<file path="src/rtl/core/arm_pkg.sv">
// Shared types, constants and the CORDIC gain function for the rotation matrix builder.
`timescale 1ns / 1ps
package arm_pkg;

  localparam int CordicSteps = 16;
  localparam int FracBits    = 14;
  localparam int TableLen    = 24;
  localparam int AngW        = 35;
  localparam int CorW        = 33;

  localparam logic signed [AngW-1:0] Q30Pi     = 35'sd3373259426;
  localparam logic signed [AngW-1:0] Q30TwoPi  = 35'sd6746518852;
  localparam logic signed [AngW-1:0] Q30HalfPi = 35'sd1686629713;

  localparam logic signed [CorW-1:0] AtanQ30 [TableLen] = '{
    33'sh3243F6A8, 33'sh1DAC6705, 33'sh0FADBAFC, 33'sh07F56EA6, 33'sh03FEAB76,
    33'sh01FFD55B, 33'sh00FFFAAA, 33'sh007FFF55, 33'sh003FFFEA, 33'sh001FFFFD,
    33'sh000FFFFF, 33'sh0007FFFF, 33'sh0003FFFF, 33'sh0001FFFF, 33'sh0000FFFF,
    33'sh00007FFF, 33'sh00003FFF, 33'sh00001FFF, 33'sh00000FFF, 33'sh000007FF,
    33'sh000003FF, 33'sh000001FF, 33'sh000000FF, 33'sh0000007F
  };

  // One CORDIC cell's worth of state, with the axis carried alongside.
  typedef struct packed {
    logic                   vld;
    logic signed [CorW-1:0] x;
    logic signed [CorW-1:0] y;
    logic signed [CorW-1:0] z;
    logic                   neg;
    logic signed [15:0]     ax;
    logic signed [15:0]     ay;
    logic signed [15:0]     az;
  } cordic_t;

  // Starting x of the CORDIC: the integer gain in Q30, evaluated at elaboration.
  function automatic logic signed [CorW-1:0] cordic_gain(int n);
    logic [63:0] k2;
    logic [63:0] d;
    logic [63:0] q;
    logic [63:0] r;
    logic [63:0] rem;
    logic [63:0] res;
    logic [63:0] bitv;
    k2 = 64'd1 << 30;
    for (int i = 0; i < TableLen; i++) begin
      if (i < n) begin
        d = (64'd1 << (2 * i)) + 64'd1;
        // Long division of k2 by d, one quotient bit per pass.
        q = '0;
        r = '0;
        for (int b = 63; b >= 0; b--) begin
          r = {r[62:0], k2[b]};
          if (r >= d) begin
            r    = r - d;
            q[b] = 1'b1;
          end
        end
        k2 = k2 - q;
      end
    end
    rem  = k2 << 30;
    res  = '0;
    bitv = 64'd1 << 62;
    for (int j = 0; j < 32; j++) begin
      if (rem >= res + bitv) begin
        rem = rem - (res + bitv);
        res = (res >> 1) + bitv;
      end else begin
        res = res >> 1;
      end
      bitv = bitv >> 2;
    end
    return CorW'(res);
  endfunction

endpackage

</file>
<file path="src/rtl/core/arm_cordic_cell.sv">
// One rotation step of the CORDIC chain, registered.
`timescale 1ns / 1ps
module arm_cordic_cell #(
  parameter int STEP = 0
) (
  input  logic             clk,
  input  logic             rst,
  input  logic             en,
  input  arm_pkg::cordic_t din,
  output arm_pkg::cordic_t dout
);

  arm_pkg::cordic_t nxt;

  // Rotate toward zero residual angle.
  always_comb begin
    nxt = din;
    if (!din.z[arm_pkg::CorW-1]) begin
      nxt.x = din.x - (din.y >>> STEP);
      nxt.y = din.y + (din.x >>> STEP);
      nxt.z = din.z - arm_pkg::AtanQ30[STEP];
    end else begin
      nxt.x = din.x + (din.y >>> STEP);
      nxt.y = din.y - (din.x >>> STEP);
      nxt.z = din.z + arm_pkg::AtanQ30[STEP];
    end
  end

  always_ff @(posedge clk) begin
    if (en) begin
      dout <= nxt;
    end
    if (rst) begin
      dout.vld <= 1'b0;
    end
  end

endmodule

</file>
<file path="config.mk">
export PLATFORM = sky130hd
export DESIGN_NAME = arm_cordic_cell
export DESIGN_NICKNAME = d
export VERILOG_FILES = /design/src/rtl/core/arm_pkg.sv /design/src/rtl/core/arm_cordic_cell.sv
export SDC_FILE = /design/constraint.sdc
export NUM_CORES = 1
export LEC_CHECK = 0
export ABC_AREA = 1
export BUFFER_PORTS_ARGS = -buffer_cell sky130_fd_sc_hd__buf_4
export CORE_ASPECT_RATIO = 1.25
export CORE_UTILIZATION = 51
export CTS_BUF_LIST = sky130_fd_sc_hd__clkbuf_4 sky130_fd_sc_hd__clkbuf_8 sky130_fd_sc_hd__clkbuf_16
export CTS_CLUSTER_SIZE = 24
export DETAILED_ROUTE_END_ITERATION = 8
export HOLD_SLACK_MARGIN = 0.15
export PLACE_DENSITY = 0.75
export SYNTH_ARGS = -nofsm -noshare
export SYNTH_HDL_FRONTEND = slang
export SYNTH_SLANG_ARGS = --single-unit
</file>
<file path="constraint.sdc">
create_clock -name clk -period 2.9 [get_ports clk]
set_clock_uncertainty 0.15 [all_clocks]
set_input_delay 0.58 -clock clk [delete_from_list [all_inputs] [get_ports clk]]
set_output_delay 0.58 -clock clk [all_outputs]
set_load 0.03 [all_outputs]
</file>
Word-level counts from Yosys, hierarchy flattened. Cells that the tools add are included.

Register bits: 149. Output and inout port bits: 149. Logic and storage cells: 14.

$add $sub $neg: 5. Muxes and demuxes: 1.

Operators with widths (number): 2-to-1 mux 99 bit (1); subtractor 33 bit (2); adder 33 x 31 -> 33 bit (second input constant) (1); adder 33 bit (1); subtractor 33 x 31 -> 33 bit (second input constant) (1).

Depth between registers and ports, before layout.
Depth in word-level cells: 2. Depth in mapped cells: 17. Depth with buffers taken out: 16.

Worst setup path after synthesis. No wires, ideal clock.

Path type: in2reg. From: input port din[81] in the netlist's numbering. To: register dout[70] in the netlist's numbering (data pin). Data arrival time: 2.748 ns. Path slack: -0.250 ns. Cell stages on the path: 13. Path through: clkbuf_1 clkinv_1 clkbuf_1 ha_1 a21oi_1 nand2_1 a21oi_1 nor2_1 or2_1 nand2_1 nand2_1 nand2_1 nand2_1.

RTL lines: start: declaration (line arm_cordic_cell.sv:9) `input arm_pkg::cordic_t din,`; end signal: assignment (line arm_cordic_cell.sv:31) `dout <= nxt;`; end: declaration (line arm_cordic_cell.sv:10) `output arm_pkg::cordic_t dout`.

==> results.md <==
* Max IR drop VDD at between 0.3 and 0.4 mV
* Post-route DRC at 0
* Share of layout cells above drive strength 1 at about 18%
* CP startpoint kind: input port
* Clk pin slew, worst setup/hold paths at 0.07 ns
* Leading area contributor after synthesis: edfxtp_1
* Height of the die at about 190 um
* Area grow syn2layout at 25.7%
* Nets at ~2700
* Slew of the pin with the lowest slew margin at slightly above 0.8 ns
* Setup violators final at 0
* Largest registers: dout x148
* Clock Tree Root: clkbuf_16
* CTS tree: done
* Largest net degree at the start of global routing at 70
* Total track usage at 33.8%
* Syn Area/Cell at between 6 and 7 um^2
* Num CTS Buffers at 17
* Drt first pass iters at 6
* Routed length per instance at 17.2 um
* R2R cell count at 2
* Hold WC Path Type: input port to register
* Dpl hpwl at roughly 39000 um
* Final Cycle Share at a little under nine tenths
* Post-cts gate resize count at 0
* Area after DPL at about 0.017 mm^2
* Crit Path Class: input port to register
* Initial Utilization at a little over half
* Gpl congestion at approximately 1.0
* Via/cell ratio at about 5.3
* Io pins at 301
* Max-cap violations at 0
* DP Worst Slack at 0.0215 ns
* Post-Syn Instances at just over 2000
* Hold Path Cell Cnt at 1
* Cell variety after synth at 40
* Overflow after GRT at 0
* Final TNS setup at 0 ns
* Crit Path Max Fanout at 16
* Total core area at roughly 0.026 mm^2
* Sequential share of the synthesized area at between 30 and 40%
* Biggest register: dout
* Via count at 14544
* Arr. time, crit path at around 2.5 ns
* Vias in the first global route at between 10000 and 15000
* CP required at 2.93 ns
* Post-DRT Antenna Nets at 0
* Synthesized area at around 0.014 mm^2
* Largest register FFs at ~150
* Final Hold Fails at 0
* Die Span X at around 150 um
* Placed Cells at 2711
* Cell Pwr Density at a little under 500 mW/mm^2
* Endpoint kind of the worst setup timing path: register
* CTS sink count at 148
* Min Tclk post-route at 2.48 ns
* Maximum root-to-sink buffer count at 2
* Filler cells at 2406
* Fmax at around 400 MHz
* Post-CTS setup repair buffer count at 0
* Core Rows at 66
* Global-route wire length before repair at approximately 70000 um
* Die area at between 0.02 and 0.03 mm^2
* Synthesis Warnings at 0
* Fin cells at 2746
* Yosys top cell area share at approximately a third
* Clk_lat worst skew at around 0.44 ns
* Count of state elements after synthesis at around 150
* Lkg Pwr at about 9.4 nW
* 1st-iter DRT viols at around 1100
* Status: completed
* Synth top area cells: edfxtp_1 (32%), nand2_1 (20%), ha_1 (11%), inv_1 (9.8%), nand3_1 (6.2%)
* Total Power at ~0.0084 W
* Post-cts hold buffer count at 1
* Port Buf Inserts at 300
* Syn nets at between 2000 and 2500
* Slew Viols, Final at 0
* Cell area after layout at approximately 0.017 mm^2
* Routed WL at between 40000 and 50000 um
* Htree depth at 4
* RSZ-0062 raised after global routing: no
* Relative slew slack at 45.0%
* Final WS setup at around 0.42 ns
* Initial antenna violation count at 1
## stage by stage
stage                     hold WS [ns]  util [%]
after global routing             0.150      65.9
after global placement           0.324      63.5
after CTS                        0.153      65.8
after detailed placement         0.351      63.5
after floorplan                  0.480         -
final                            0.158      65.9
## synth_stat cells, drive strengths merged
cell and number:
a21oi 114, nand2 744, clkbuf 13, nor2 149
edfxtp 147, xor2 42, ha 124, o211ai 1
o31ai 2, nor3 14, dfxtp 1, nor4 1
a21o 3, buf 31, o22ai 4, nand3b 1
clkinv 3, inv 371, and2 1, nand4 23
o21bai 14, a31oi 4, fa 4, and3 2
or2 1, mux2i 1, xnor2 2, a21boi 1
nand3 172, o21ai 59, o21a 9
## path summary, 6_finish.rpt
check                                from         to  slack [ns]
worst min-delay path               din[8]    dout[8]        0.16
worst max-delay path              din[81]   dout[74]        0.42
worst max register to register  dout[148]  dout[148]        2.14
worst min register to register  dout[148]  dout[148]        0.37
## cells in the final DEF, fill, tap and decap left out, drive strengths merged, types with 2 or more instances in the layout
cell type / instances
ha: 124
o21ai: 59
xnor2: 2
clkbuf: 17
clkinv: 8
nor2: 149
o21bai: 14
a21o: 3
nand2: 744
a31oi: 4
xor2: 42
buf: 357
dlygate4sd3: 2
nand3: 172
o22ai: 4
inv: 380
o31ai: 2
and3: 2
a21oi: 114
edfxtp: 147
nor3: 14
fa: 4
nand4: 23
o21a: 9
## cells by family (layout without fill, tap and decap cells)
group                      count (synthesis)  after routing  synth area share, %
muxes                                      1              1               0.0725
adders and majority gates                128            128                 11.8
and+or+nand+nor                         1108           1108                 33.1
xor gates and xnor gates                  44             44                 2.79
DFF                                      148            148                 32.1
buffers and inverters                    418            765                 11.8
AOI/OAI and AO/OA                        211            211                 8.29
other                                      0              1                    0
## report_power, final
group	internal, W	total (W)	switching (W)
clock	0.00117	0.00233	0.00116
sequential	0.00269	0.00278	0.0000953
combinational	0.00115	0.00332	0.00218
total	0.00501	0.00844	0.00343
## metal layers
layer	track usage, %	vias up	part of all wire, %
met3	3.70	119	6.8
li1	-	7168	-
met4	17.2	0	4.6
met5	0	-	0
met2	61.3	654	50
met1	39.2	6603	39
## cell type report
| type | count | area (um^2) | share of cell area [%] |
|---|---|---|---|
| antenna | 1 | 2.50 | 0.0144 |
| clock buffer | 17 | 425 | 2.45 |
| clock inverter | 15 | 183 | 1.05 |
| inverter | 374 | 1400 | 8.09 |
| multi-input combinational | 1492 | 7740 | 44.6 |
| sequential | 148 | 4430 | 25.6 |
| tap | 340 | 425 | 2.45 |
| timing repair buffer | 359 | 2740 | 15.8 |
## worst max-delay path, cell delays in order
cell	delay (ns)
buf_4	0.13
buf_12	0.15
ha_1	0.36
a21oi_1	0.29
o21ai_0	0.24
a21oi_1	0.31
nor2_1	0.07
nor2_1	0.12
o21ai_0	0.10
nand2_1	0.06
nand2_1	0.07
(Power assumes the default switching activity.)
