## config.mk

```make
export PLATFORM = sky130hd
export DESIGN_NAME = arm_row_emit
export DESIGN_NICKNAME = d
export VERILOG_FILES = /design/src/rtl/core/arm_row_emit.sv
export SDC_FILE = /design/constraint.sdc
export NUM_CORES = 1
export LEC_CHECK = 0
export BUFFER_PORTS_ARGS = -buffer_cell sky130_fd_sc_hd__buf_2
export CORE_MARGIN = 2
export CORE_UTILIZATION = 48
export DETAILED_ROUTE_END_ITERATION = 8
export HOLD_SLACK_MARGIN = 0.05
export PLACE_DENSITY = 0.8
export SKIP_LAST_GASP = 1
export SLEW_MARGIN = 20
export SYNTH_ARGS = -nofsm -noshare
export SYNTH_HDL_FRONTEND = slang
export SYNTH_SLANG_ARGS = --single-unit
```

## constraint.sdc

```tcl
create_clock -name clk -period 1.6 [get_ports clk]
set_input_delay 0 -clock clk [delete_from_list [all_inputs] [get_ports clk]]
set_output_delay 0 -clock clk [all_outputs]
set_load 0.05 [all_outputs]
```

## src/rtl/core/arm_row_emit.sv

```systemverilog
// Output register that holds one matrix and sends it row by row.
`timescale 1ns / 1ps
module arm_row_emit (
  input  logic        clk,
  input  logic        rst,
  input  logic        load,
  input  logic [15:0] ent [9],
  output logic        can_load,
  output logic        m_tvalid,
  input  logic        m_tready,
  output logic [71:0] m_tdata,
  output logic        m_tlast
);

  logic [15:0] mat [9];
  logic [1:0]  row;
  logic        full;
  logic [15:0] e0, e1, e2, e3;

  assign can_load = !full || (m_tready && row == 2'd3);

  // Hold the matrix and step through the rows as each row is taken.
  always_ff @(posedge clk) begin
    if (load) begin
      mat  <= ent;
      row  <= 2'd0;
      full <= 1'b1;
    end else if (full && m_tready) begin
      row <= row + 2'd1;
      if (row == 2'd3) begin
        full <= 1'b0;
      end
    end
    if (rst) begin
      full <= 1'b0;
      row  <= 2'd0;
    end
  end

  // Select the current row; the last row is the homogeneous constant row.
  always_comb begin
    e0 = '0;
    e1 = '0;
    e2 = '0;
    e3 = '0;
    case (row)
      2'd0: begin e0 = mat[0]; e1 = mat[1]; e2 = mat[2]; end
      2'd1: begin e0 = mat[3]; e1 = mat[4]; e2 = mat[5]; end
      2'd2: begin e0 = mat[6]; e1 = mat[7]; e2 = mat[8]; end
      default: e3 = 16'h4000;
    endcase
  end

  assign m_tvalid = full;
  assign m_tdata  = {6'd0, e3, e2, e1, e0, row};
  assign m_tlast  = (row == 2'd3);

endmodule

```

==> results of run 1 <==
==> synth_stat cells <==
cell type	count
dfxtp_1	3
or2_2	1
buf_4	22
nor2_1	48
a222oi_1	48
inv_1	3
conb_1	1
nand3_1	1
a21bo_2	3
buf_1	1
ha_1	4
clkbuf_1	6
buf_2	7
edfxtp_1	144
nand3b_1	1
a21oi_1	3
buf_6	6
==> cells by family after synthesis <==
kind of cell / count (synthesis) / synth area share (%)
DFF: 147 / 80.18
and+or+nand+nor: 51 / 3.638
adders and majority gates: 4 / 0.9154
other: 1 / 0.06858
buffers and inverters: 45 / 5.583
AOI/OAI and AO/OA: 54 / 9.611
==> through the flow <==
stage	util, %	setup slack (ns)
global placement	61.31	0.1353
detailed placement	61.31	0.07403
floorplan	-	-0.02021
==> results.toml, run 1 <==
[placed_design]
dp_cells = 635
place_area_um2 = 6734
dp_hpwl_mm = 8.410
port_buffers = 201
gp_congestion = 0.7835

[floorplanning]
pin_count = 223
die_h_um = 110.7
start_util_pct = 49.78
rows = 38
die_w_um = 110.7

[yosys]
yosysUniqueCellTypes = 17
yosysSeqAreaShare_pct = 80.18
synth_cells = 302
post-synth-top-area-cell = "edfxtp_1"
synth_seq_cells = 147
synth.avg_cell_area_um2 = 18.11
yosys.area.top_type_share_pct = 79.08
synth_warnings = 0
synth.area.top_cells = "edfxtp_1 79%, a222oi_1 8.8%, nor2_1 3.3%, buf_4 3.0%, buf_6 1.2%"
syn_area_um2 = 5468

[outcome]
firstError = "[ERROR RSZ-0060] Max buffer count reached."
status = "stopped before the end"
lastStage = "clock tree synthesis"

[clock_tree]
clock-root-buffer = "clkbuf_16"
cts_max_level = 4
cts.sinks = 147
cts_hold_buf = 136
cts.path.max_buffers = 2
cts_buffers = 17
postCtsResizedCells = 103
cts_setup_buffers = 4
==> run 2: changes to the inputs <==
Settings changed: CORE_UTILIZATION 48 to 35, HOLD_SLACK_MARGIN 0.05 to not set, PLACE_DENSITY 0.8 to not set, PLACE_DENSITY_LB_ADDON set to 0.15.
==> run 2 against run 1 <==
Compared with the run above:
- the flow now finishes, with violations (setup timing)
- synthesized cell count unchanged
- area after synthesis stayed put
==> results.toml, run 2 <==
[yosys]
synthTopCellsByCount = "144 x edfxtp_1, 48 x a222oi_1, 48 x nor2_1"
synth_seq_cells = 147
ys.flop_type = "edfxtp_1"
synth.avg_cell_area_um2 = 18.11
syn_area_um2 = 5468
synth.area.top_cells = "edfxtp_1 79%, a222oi_1 8.8%, nor2_1 3.3%, buf_4 3.0%, buf_6 1.2%"
yosysSeqAreaShare_pct = 80.18
yosys.area.top_type_share_pct = 79.08
synth_warnings = 0
synth_edf_count = 144
synth_cells = 302
yosysUniqueCellTypes = 17
ys_async_sr_fraction_pct = 0
synth_most_common_cell = "edfxtp_1"
post-synth-top-area-cell = "edfxtp_1"

[power]
p_clk_share_pct = 40.4
p_per_area_nw_per_um2 = 1107
seqPwrFrac_pct = 43.8
power_mw = 10.60
p_sw_share_pct = 23.92
max-vdd-ir-drop_v = 0.0008621
total_leakage_power_nw = 3.836
power_frac_comb_pct = 15.8
p_int_mw = 8.066
power_switching_mw = 2.536

[final_layout]
regMostFlops = "mat"
final_net_count = 828
n_fill_cell = 1113
largest_register_ffs = 144
n_antenna_cell = 0
multi_input_area_um2 = 999.7
layout-drive-gt1-share_pct = 44.77
fin_util_pct = 62.74
layout_common_cells = "149 x buf_2, 146 x dlygate4sd3_1, 144 x edfxtp_1"
mostFrequentLayoutCell = "buf_2"
seq_area_um2 = 4392
area_growth_syn_to_layout_pct = 75.08
layoutNonFillerInstCount = 899

[timing]
grt_setup_unrepaired = "yes"
fin_crit_sh_pct = 119.3
holdWs_ns = 0.05904
worstMarginPinSlew_ns = 0.5625
hold_violations = 0
relSlewSlack_pct = 62.50
fin_crit_ns = 1.909
max_freq_ghz = 0.5237
fin_ws_ns = -0.3094
maxSlewViolCount = 0
skew_ns = 0.002556
setup_viol = 48
setup-tns-final_ns = -13.15

[floorplanning]
die_h_um = 129.0
start_util_pct = 35.83
die_w_um = 129.0
core-area_um2 = 15260
die_area_um2 = 16640
rows = 45
pin_count = 223

[global_route]
antenna_found_initial = 0
grt_pass1_wl_mm = 22.97
grt_max_degree = 60
track_usage_pct = 18.95
grt_pass1_vias = 4492
grt_remaining_overflow = 0

[min_path]
hold_start = "load"
hp-class = "primary input to flip-flop"

[critical_path]
crit_path_start = "row[1]"
critPathKind = "flip-flop to output pin"
worstPathMaxFanout = 13
crit_path_end_kind = "output pin"
crit_required_ns = 1.60
start_kind = "flip-flop"
r2r_start = "row[1]"
cp_data_arrival_time_ns = 1.91

[placed_design]
dp_hpwl_mm = 8.554
port_buffers = 201
gp_congestion = 0.7488
dp_cells = 710

[clock_tree]
cts_max_level = 4
clock-root-buffer = "clkbuf_16"
cts_buffers = 17
clock_latency_ns = 0.41
cts_tree = "built"
clk_pin_slew_ns = 0.06
cts.path.max_buffers = 2
cts.sinks = 147

[detailed_routing]
drt-total-wl_mm = 15.77
drt-vias-per-instance = 4.659
wl_per_cell_um = 17.54
drt_pass1_iterations = 6
drt-initial-drc-count = 347
ant_nets = 0
vias = 4188
drc_errors = 0

[outcome]
status = "finished, violations left"
violations = "setup timing"

[job]
maxCapViolCount = 0
-- run 2: repair_timing --
item / in CTS / in global routing
hold buffers: 146 / 0
setup buffers: 4 / 2
setup endpoints to repair: 49 / 51
gates resized for setup: 92 / 24
hold endpoints to repair: 147 / 0
pin swaps: 28 / 26
gates cloned: 3 / 3
-- run 2: logic make-up (layout without fill, tap and decap cells) --
kind of cell	Yosys count	after routing	share of synthesized area [%]
other	1	21	0.06858
buffers and inverters	45	411	5.583
AND/OR/NAND/NOR	51	51	3.638
AO/OA/AOI/OAI	54	54	9.611
flip-flops	147	147	80.18
adder cells (fa/ha/maj)	4	4	0.9154
-- run 2: layer usage --
metal	global-route usage, %	share of wire (%)	vias up
met5	0	0	-
met4	5.946	0.79	0
met3	6.819	7.1	10
met2	33.68	53	204
met1	21.30	39	2016
li1	-	-	1958
-- run 2: per-stage QoR --
stage | cell area [um2] | setup WS (ns)
2_1_floorplan | 5655 | -0.02021
3_3_place_gp | 6893 | 0.04885
3_5_place_dp | 6893 | 0.004686
4_1_cts | 9433 | -0.3320
5_1_grt | 9573 | -0.4415
6_report | 9573 | -0.3094
-- run 2: path summary, 6_finish.rpt --
path | depth (start not counted) | endpoint | slack [ns]
max | 6 | m_tdata[6] | -0.31
min | 1 | mat[27] | 0.06
max reg2reg | 5 | m_tvalid | 0.37
min reg2reg | 2 | row[1] | 0.55
-- run 2: worst max-delay path, cell delays in order (launching register included) --
cell	delay [ns]
dfxtp_4	0.35
buf_6	0.12
ha_4	0.20
buf_12	0.17
a222oi_1	0.34
nor2_1	0.14
buf_12	0.17
-- run 2: area by class of cell --
type	instances	share of cell area (%)
tap	211	2.758
sequential	147	45.88
timing repair buffer	377	34.14
clock buffer	19	4.522
multi-input combinational	130	10.44
inverter	3	0.1176
clock inverter	12	2.144
-- run 2: power by group through the flow --
stage          combinational [mW]  clock, mW  sequential (mW)
6_report                     1.68       4.28             4.64
5_1_grt                      1.77       4.53             4.67
4_1_cts                      1.65       4.36             4.64
3_5_place_dp                 1.19          0             4.72
3_3_place_gp                 1.19          0             4.71
2_1_floorplan               0.781          0             4.71
No activity file was read; power rests on OpenSTA's default activity.
==> run 3: changes to the inputs <==
Settings changed: HOLD_SLACK_MARGIN set to 0.08.
==> run 3 against run 2 <==
Compared with the run above:
- first-iteration DRC count down 0.29%
- the flow still finishes with violations (setup timing)
- global-route usage did not move
- sequential power about the same
- total power about the same
- cell count rose by 0.11%
- worst hold slack gained 0.23 ns
==> results.toml, run 3 (synthesized netlist as in run 2, its figures left out) <==
[outcome]
status = "finished, violations left"
violations = "setup timing"

[detailed_routing]
drt-total-wl_mm = 15.77
wl_per_cell_um = 17.52
drt_pass1_iterations = 6
vias = 4195
drt-vias-per-instance = 4.661
ant_nets = 0
drc_errors = 0
drt-initial-drc-count = 346

[timing]
grt_setup_unrepaired = "yes"
setup_viol = 48
fin_crit_ns = 1.909
max_freq_ghz = 0.5238
setup-tns-final_ns = -13.16
skew_ns = 0.002462
hold_violations = 0
maxSlewViolCount = 0
fin_crit_sh_pct = 119.3
relSlewSlack_pct = 62.83
fin_ws_ns = -0.3092
worstMarginPinSlew_ns = 0.5576

[floorplanning]
pin_count = 223
die_w_um = 129.0
rows = 45
die_h_um = 129.0
core-area_um2 = 15260
die_area_um2 = 16640
start_util_pct = 35.83

[global_route]
antenna_found_initial = 0
grt_pass1_vias = 4492
track_usage_pct = 18.95
grt_remaining_overflow = 0
grt_pass1_wl_mm = 22.97
grt_max_degree = 60

[placed_design]
gp_congestion = 0.7488
place_area_um2 = 6893
dp_hpwl_mm = 8.554
port_buffers = 201

[power]
power_mw = 10.61
p_sw_share_pct = 23.93
total_leakage_power_nw = 3.840
max-vdd-ir-drop_v = 0.0008621
p_per_area_nw_per_um2 = 1107
power_switching_mw = 2.538
seqPwrFrac_pct = 43.8
p_int_mw = 8.067
power_frac_comb_pct = 15.8
p_clk_share_pct = 40.4

[final_layout]
n_antenna_cell = 0
layout-drive-gt1-share_pct = 44.70
regMostFlops = "mat"
area_growth_syn_to_layout_pct = 75.26
largest_register_ffs = 144
final_area_um2 = 9583
mostFrequentLayoutCell = "buf_2"
final_net_count = 829
fin_util_pct = 62.80
layout_common_cells = "149 x buf_2, 147 x dlygate4sd3_1, 144 x edfxtp_1"

[clock_tree]
cts.sinks = 147
clk_pin_slew_ns = 0.06
clock-root-buffer = "clkbuf_16"
cts_max_level = 4
cts_tree = "built"
cts.path.max_buffers = 2
cts_buffers = 17
clock_latency_ns = 0.41

[critical_path]
rr_worst_depth = 5
crit_path_end_kind = "output pin"
start_kind = "flip-flop"
cpPeakStageDelay_ns = 0.37
critPathMostFrequentCell = "buf_6"
slowest_stage = "a222oi_1"
worstPathMaxFanout = 13
crit_required_ns = 1.60
critPathKind = "flip-flop to output pin"
crit_chain = "buf_6, ha_4, clkbuf_16, a222oi_1, nor2_2, buf_6"
cp_data_arrival_time_ns = 1.91

[min_path]
hp-class = "primary input to flip-flop"
holdPathStages = 3

[job]
maxCapViolCount = 0
-- run 3: critical path: cells and delay by family, from the launching register on --
kind | cells | cell delay, ns
compound gates | 1 | 0.37
flops | 1 | 0.35
buf+inv | 3 | 0.47
fa+ha+maj | 1 | 0.20
simple gates | 1 | 0.08
-- run 3: what timing repair did --
item                                   CTS  global route
pin swaps                               28            26
endpoints found under the hold margin  196             0
setup buffers                            4             2
setup endpoints to repair               49            51
cloned                                   3             3
hold buffers                           147             0
gates resized for setup                 92            24
-- run 3: per-stage QoR --
step | setup WS (ns) | std cells | hold WS [ns]
2_1_floorplan | -0.02021 | 322 | 0.06907
3_3_place_gp | 0.04885 | 710 | 0.1763
3_5_place_dp | 0.004686 | 710 | 0.1781
4_1_cts | -0.3320 | 895 | 0.2602
5_1_grt | -0.4415 | 900 | 0.2628
6_report | -0.3092 | 900 | 0.2889
-- run 3: power by group through the flow --
stage / Combinational, mW / Sequential, mW / Clock [mW]
after floorplan: 0.781 / 4.71 / 0
after global placement: 1.19 / 4.71 / 0
after detailed placement: 1.19 / 4.72 / 0
after CTS: 1.65 / 4.64 / 4.36
after global routing: 1.77 / 4.67 / 4.53
final: 1.68 / 4.64 / 4.29
-- run 3: final cells by class --
| cell class | count | area, um2 |
|---|---|---|
| clock buffers | 19 | 432.9 |
| fillers | 1109 | 5675 |
| inverters | 3 | 11.26 |
| clock inverters | 12 | 205.2 |
| flip-flops and latches | 147 | 4392 |
| multi-input cells | 130 | 999.7 |
| well taps | 211 | 264.0 |
| repair buffers | 378 | 3278 |
-- run 3: final timing paths --
| kind | startpoint | to | slack, ns |
|---|---|---|---|
| hold / removal | rst | m_tvalid | 0.29 |
| hold reg to reg | m_tvalid | row[1] | 0.55 |
| setup reg to reg | row[1] | m_tvalid | 0.37 |
| setup / recovery | row[1] | m_tdata[43] | -0.31 |
-- run 3: metal layers --
layer	vias up	share of wire, %	global-route usage (%)
met5	-	0	0
met4	0	0.84	5.946
met3	12	7.0	6.819
met2	204	53	33.68
met1	2020	40	21.30
li1	1959	-	-
==> run 4: changes to the inputs <==
Settings changed: CELL_PAD_IN_SITES_DETAIL_PLACEMENT set to 0, CELL_PAD_IN_SITES_GLOBAL_PLACEMENT set to 1.
==> run 4 against run 3 <==
Compared with the run above:
- the flow still finishes with violations (setup timing)
- critical path depth unchanged
- global-route usage down 0.059 points
- clock skew up 0.0050 ns
==> results.toml, run 4 (synthesized netlist as in run 2, its figures left out) <==
[detailed_routing]
wl_per_cell_um = 17.91
drt-vias-per-instance = 4.716
drt_pass1_iterations = 6
vias = 4240
drc_errors = 0
drt-initial-drc-count = 281
drt-total-wl_mm = 16.10
ant_nets = 0

[power]
p_clk_share_pct = 39.2
power_frac_comb_pct = 16.1
p_per_area_nw_per_um2 = 1084
max-vdd-ir-drop_v = 0.0007616
p_sw_share_pct = 25.18
power_switching_mw = 2.613
seqPwrFrac_pct = 44.7
total_leakage_power_nw = 3.833
p_int_mw = 7.766

[clock_tree]
cts.sinks = 147
clock_latency_ns = 0.42
cts_max_level = 4
cts.path.max_buffers = 2
cts_buffers = 17
cts_tree = "built"
clock-root-buffer = "clkbuf_16"
clk_pin_slew_ns = 0.06

[critical_path]
start_kind = "flip-flop"
crit_path_start = "row[0]"
worstPathMaxFanout = 14
r2r_start = "row[1]"
slowest_stage = "a222oi_1"
critPathKind = "flip-flop to output pin"
r2r_end = "m_tvalid"
crit_path_end_kind = "output pin"
rr_worst_depth = 6
cpPeakStageDelay_ns = 0.37
crit_chain = "buf_4, ha_4, buf_12, a222oi_1, nor2_2, buf_6"
crit_required_ns = 1.60
crit_family = "buffers and inverters"
cp_data_arrival_time_ns = 1.87
crit_buf_inv = 3
rrSetupSlack_ns = 0.21

[timing]
hold_violations = 0
max_freq_ghz = 0.5352
skew_ns = 0.007456
fin_ws_ns = -0.2685
fin_crit_ns = 1.869
maxSlewViolCount = 0
setup_viol = 50
holdWs_ns = 0.2734
fin_crit_sh_pct = 116.8
setup-tns-final_ns = -11.06
grt_setup_unrepaired = "yes"

[global_route]
grt_remaining_overflow = 0
antenna_found_initial = 0
grt_pass1_wl_mm = 23.16
grt_max_degree = 45
grt_pass1_vias = 4434
track_usage_pct = 18.89

[floorplanning]
core-area_um2 = 15260
start_util_pct = 35.83
die_w_um = 129.0
die_h_um = 129.0
die_area_um2 = 16640
rows = 45
pin_count = 223

[placed_design]
port_buffers = 201
post-place-ws_ns = 0.09218
dp_hpwl_mm = 8.714
gp_congestion = 0.7461

[final_layout]
largest_register_ffs = 144
area_growth_syn_to_layout_pct = 75.06
fin_util_pct = 62.73
mostFrequentLayoutCell = "buf_2"
n_fill_cell = 1149
n_antenna_cell = 0
final_net_count = 827
layout-drive-gt1-share_pct = 44.77
layout_common_cells = "149 x buf_2, 147 x dlygate4sd3_1, 144 x edfxtp_1"
regMostFlops = "mat"

[min_path]
hp-class = "primary input to flip-flop"
holdPathStages = 2
hold_path_end = "mat[52]"
hold_start = "ent[52]"

[job]
maxCapViolCount = 0

[outcome]
status = "finished, violations left"
violations = "setup timing"
[run 4: stage by stage]
step | instances | area [um2] | total power, mW
floorplan | 322 | 5655 | 5.487
global placement | 704 | 6858 | 5.886
detailed placement | 704 | 6858 | 5.910
CTS | 891 | 9429 | 10.45
global route | 899 | 9572 | 10.74
finish | 899 | 9572 | 10.38
[run 4: final cells by class]
| type | instances | area (um2) | area share [%] |
|---|---|---|---|
| Timing Repair Buffer | 376 | 3297 | 34.44 |
| Tap cell | 211 | 264.0 | 2.758 |
| Sequential cell | 147 | 4392 | 45.88 |
| Clock buffer | 18 | 429.2 | 4.484 |
| Multi-Input combinational cell | 130 | 999.7 | 10.44 |
| Clock inverter | 14 | 176.4 | 1.843 |
| Inverter | 3 | 13.76 | 0.1438 |
[run 4: worst max-delay path by stage]
stage	end	slack, ns	depth (start not counted)
floorplan	m_tdata[3]	-0.02	5
global placement	m_tdata[21]	0.11	6
detailed placement	m_tdata[21]	0.09	6
CTS	m_tdata[21]	-0.29	6
global route	m_tdata[29]	-0.36	6
finish	m_tdata[32]	-0.27	6
[run 4: metal layers]
layer	part of all wire [%]	global-route usage, %	vias to the layer above
met5	0	0	-
met4	1.0	5.243	0
met3	7.9	6.694	14
met2	50	32.59	205
met1	41	22.46	2070
li1	-	-	1951
[run 4: what timing repair did]
item | 4_1_cts | 5_1_grt
buffers inserted | 4 | 4
gates resized for setup | 106 | 10
setup endpoints to repair | 49 | 51
pin swaps | 43 | 29
endpoints found under the hold margin | 185 | 0
cloned | 4 | 4
hold buffers | 147 | 0
[run 4: power groups by stage]
stage	clock network, mW	registers [mW]	logic (mW)
after floorplan	0	4.71	0.781
after global placement	0	4.71	1.18
after detailed placement	0	4.72	1.19
after CTS	4.15	4.64	1.66
after global routing	4.31	4.67	1.76
final	4.07	4.64	1.67
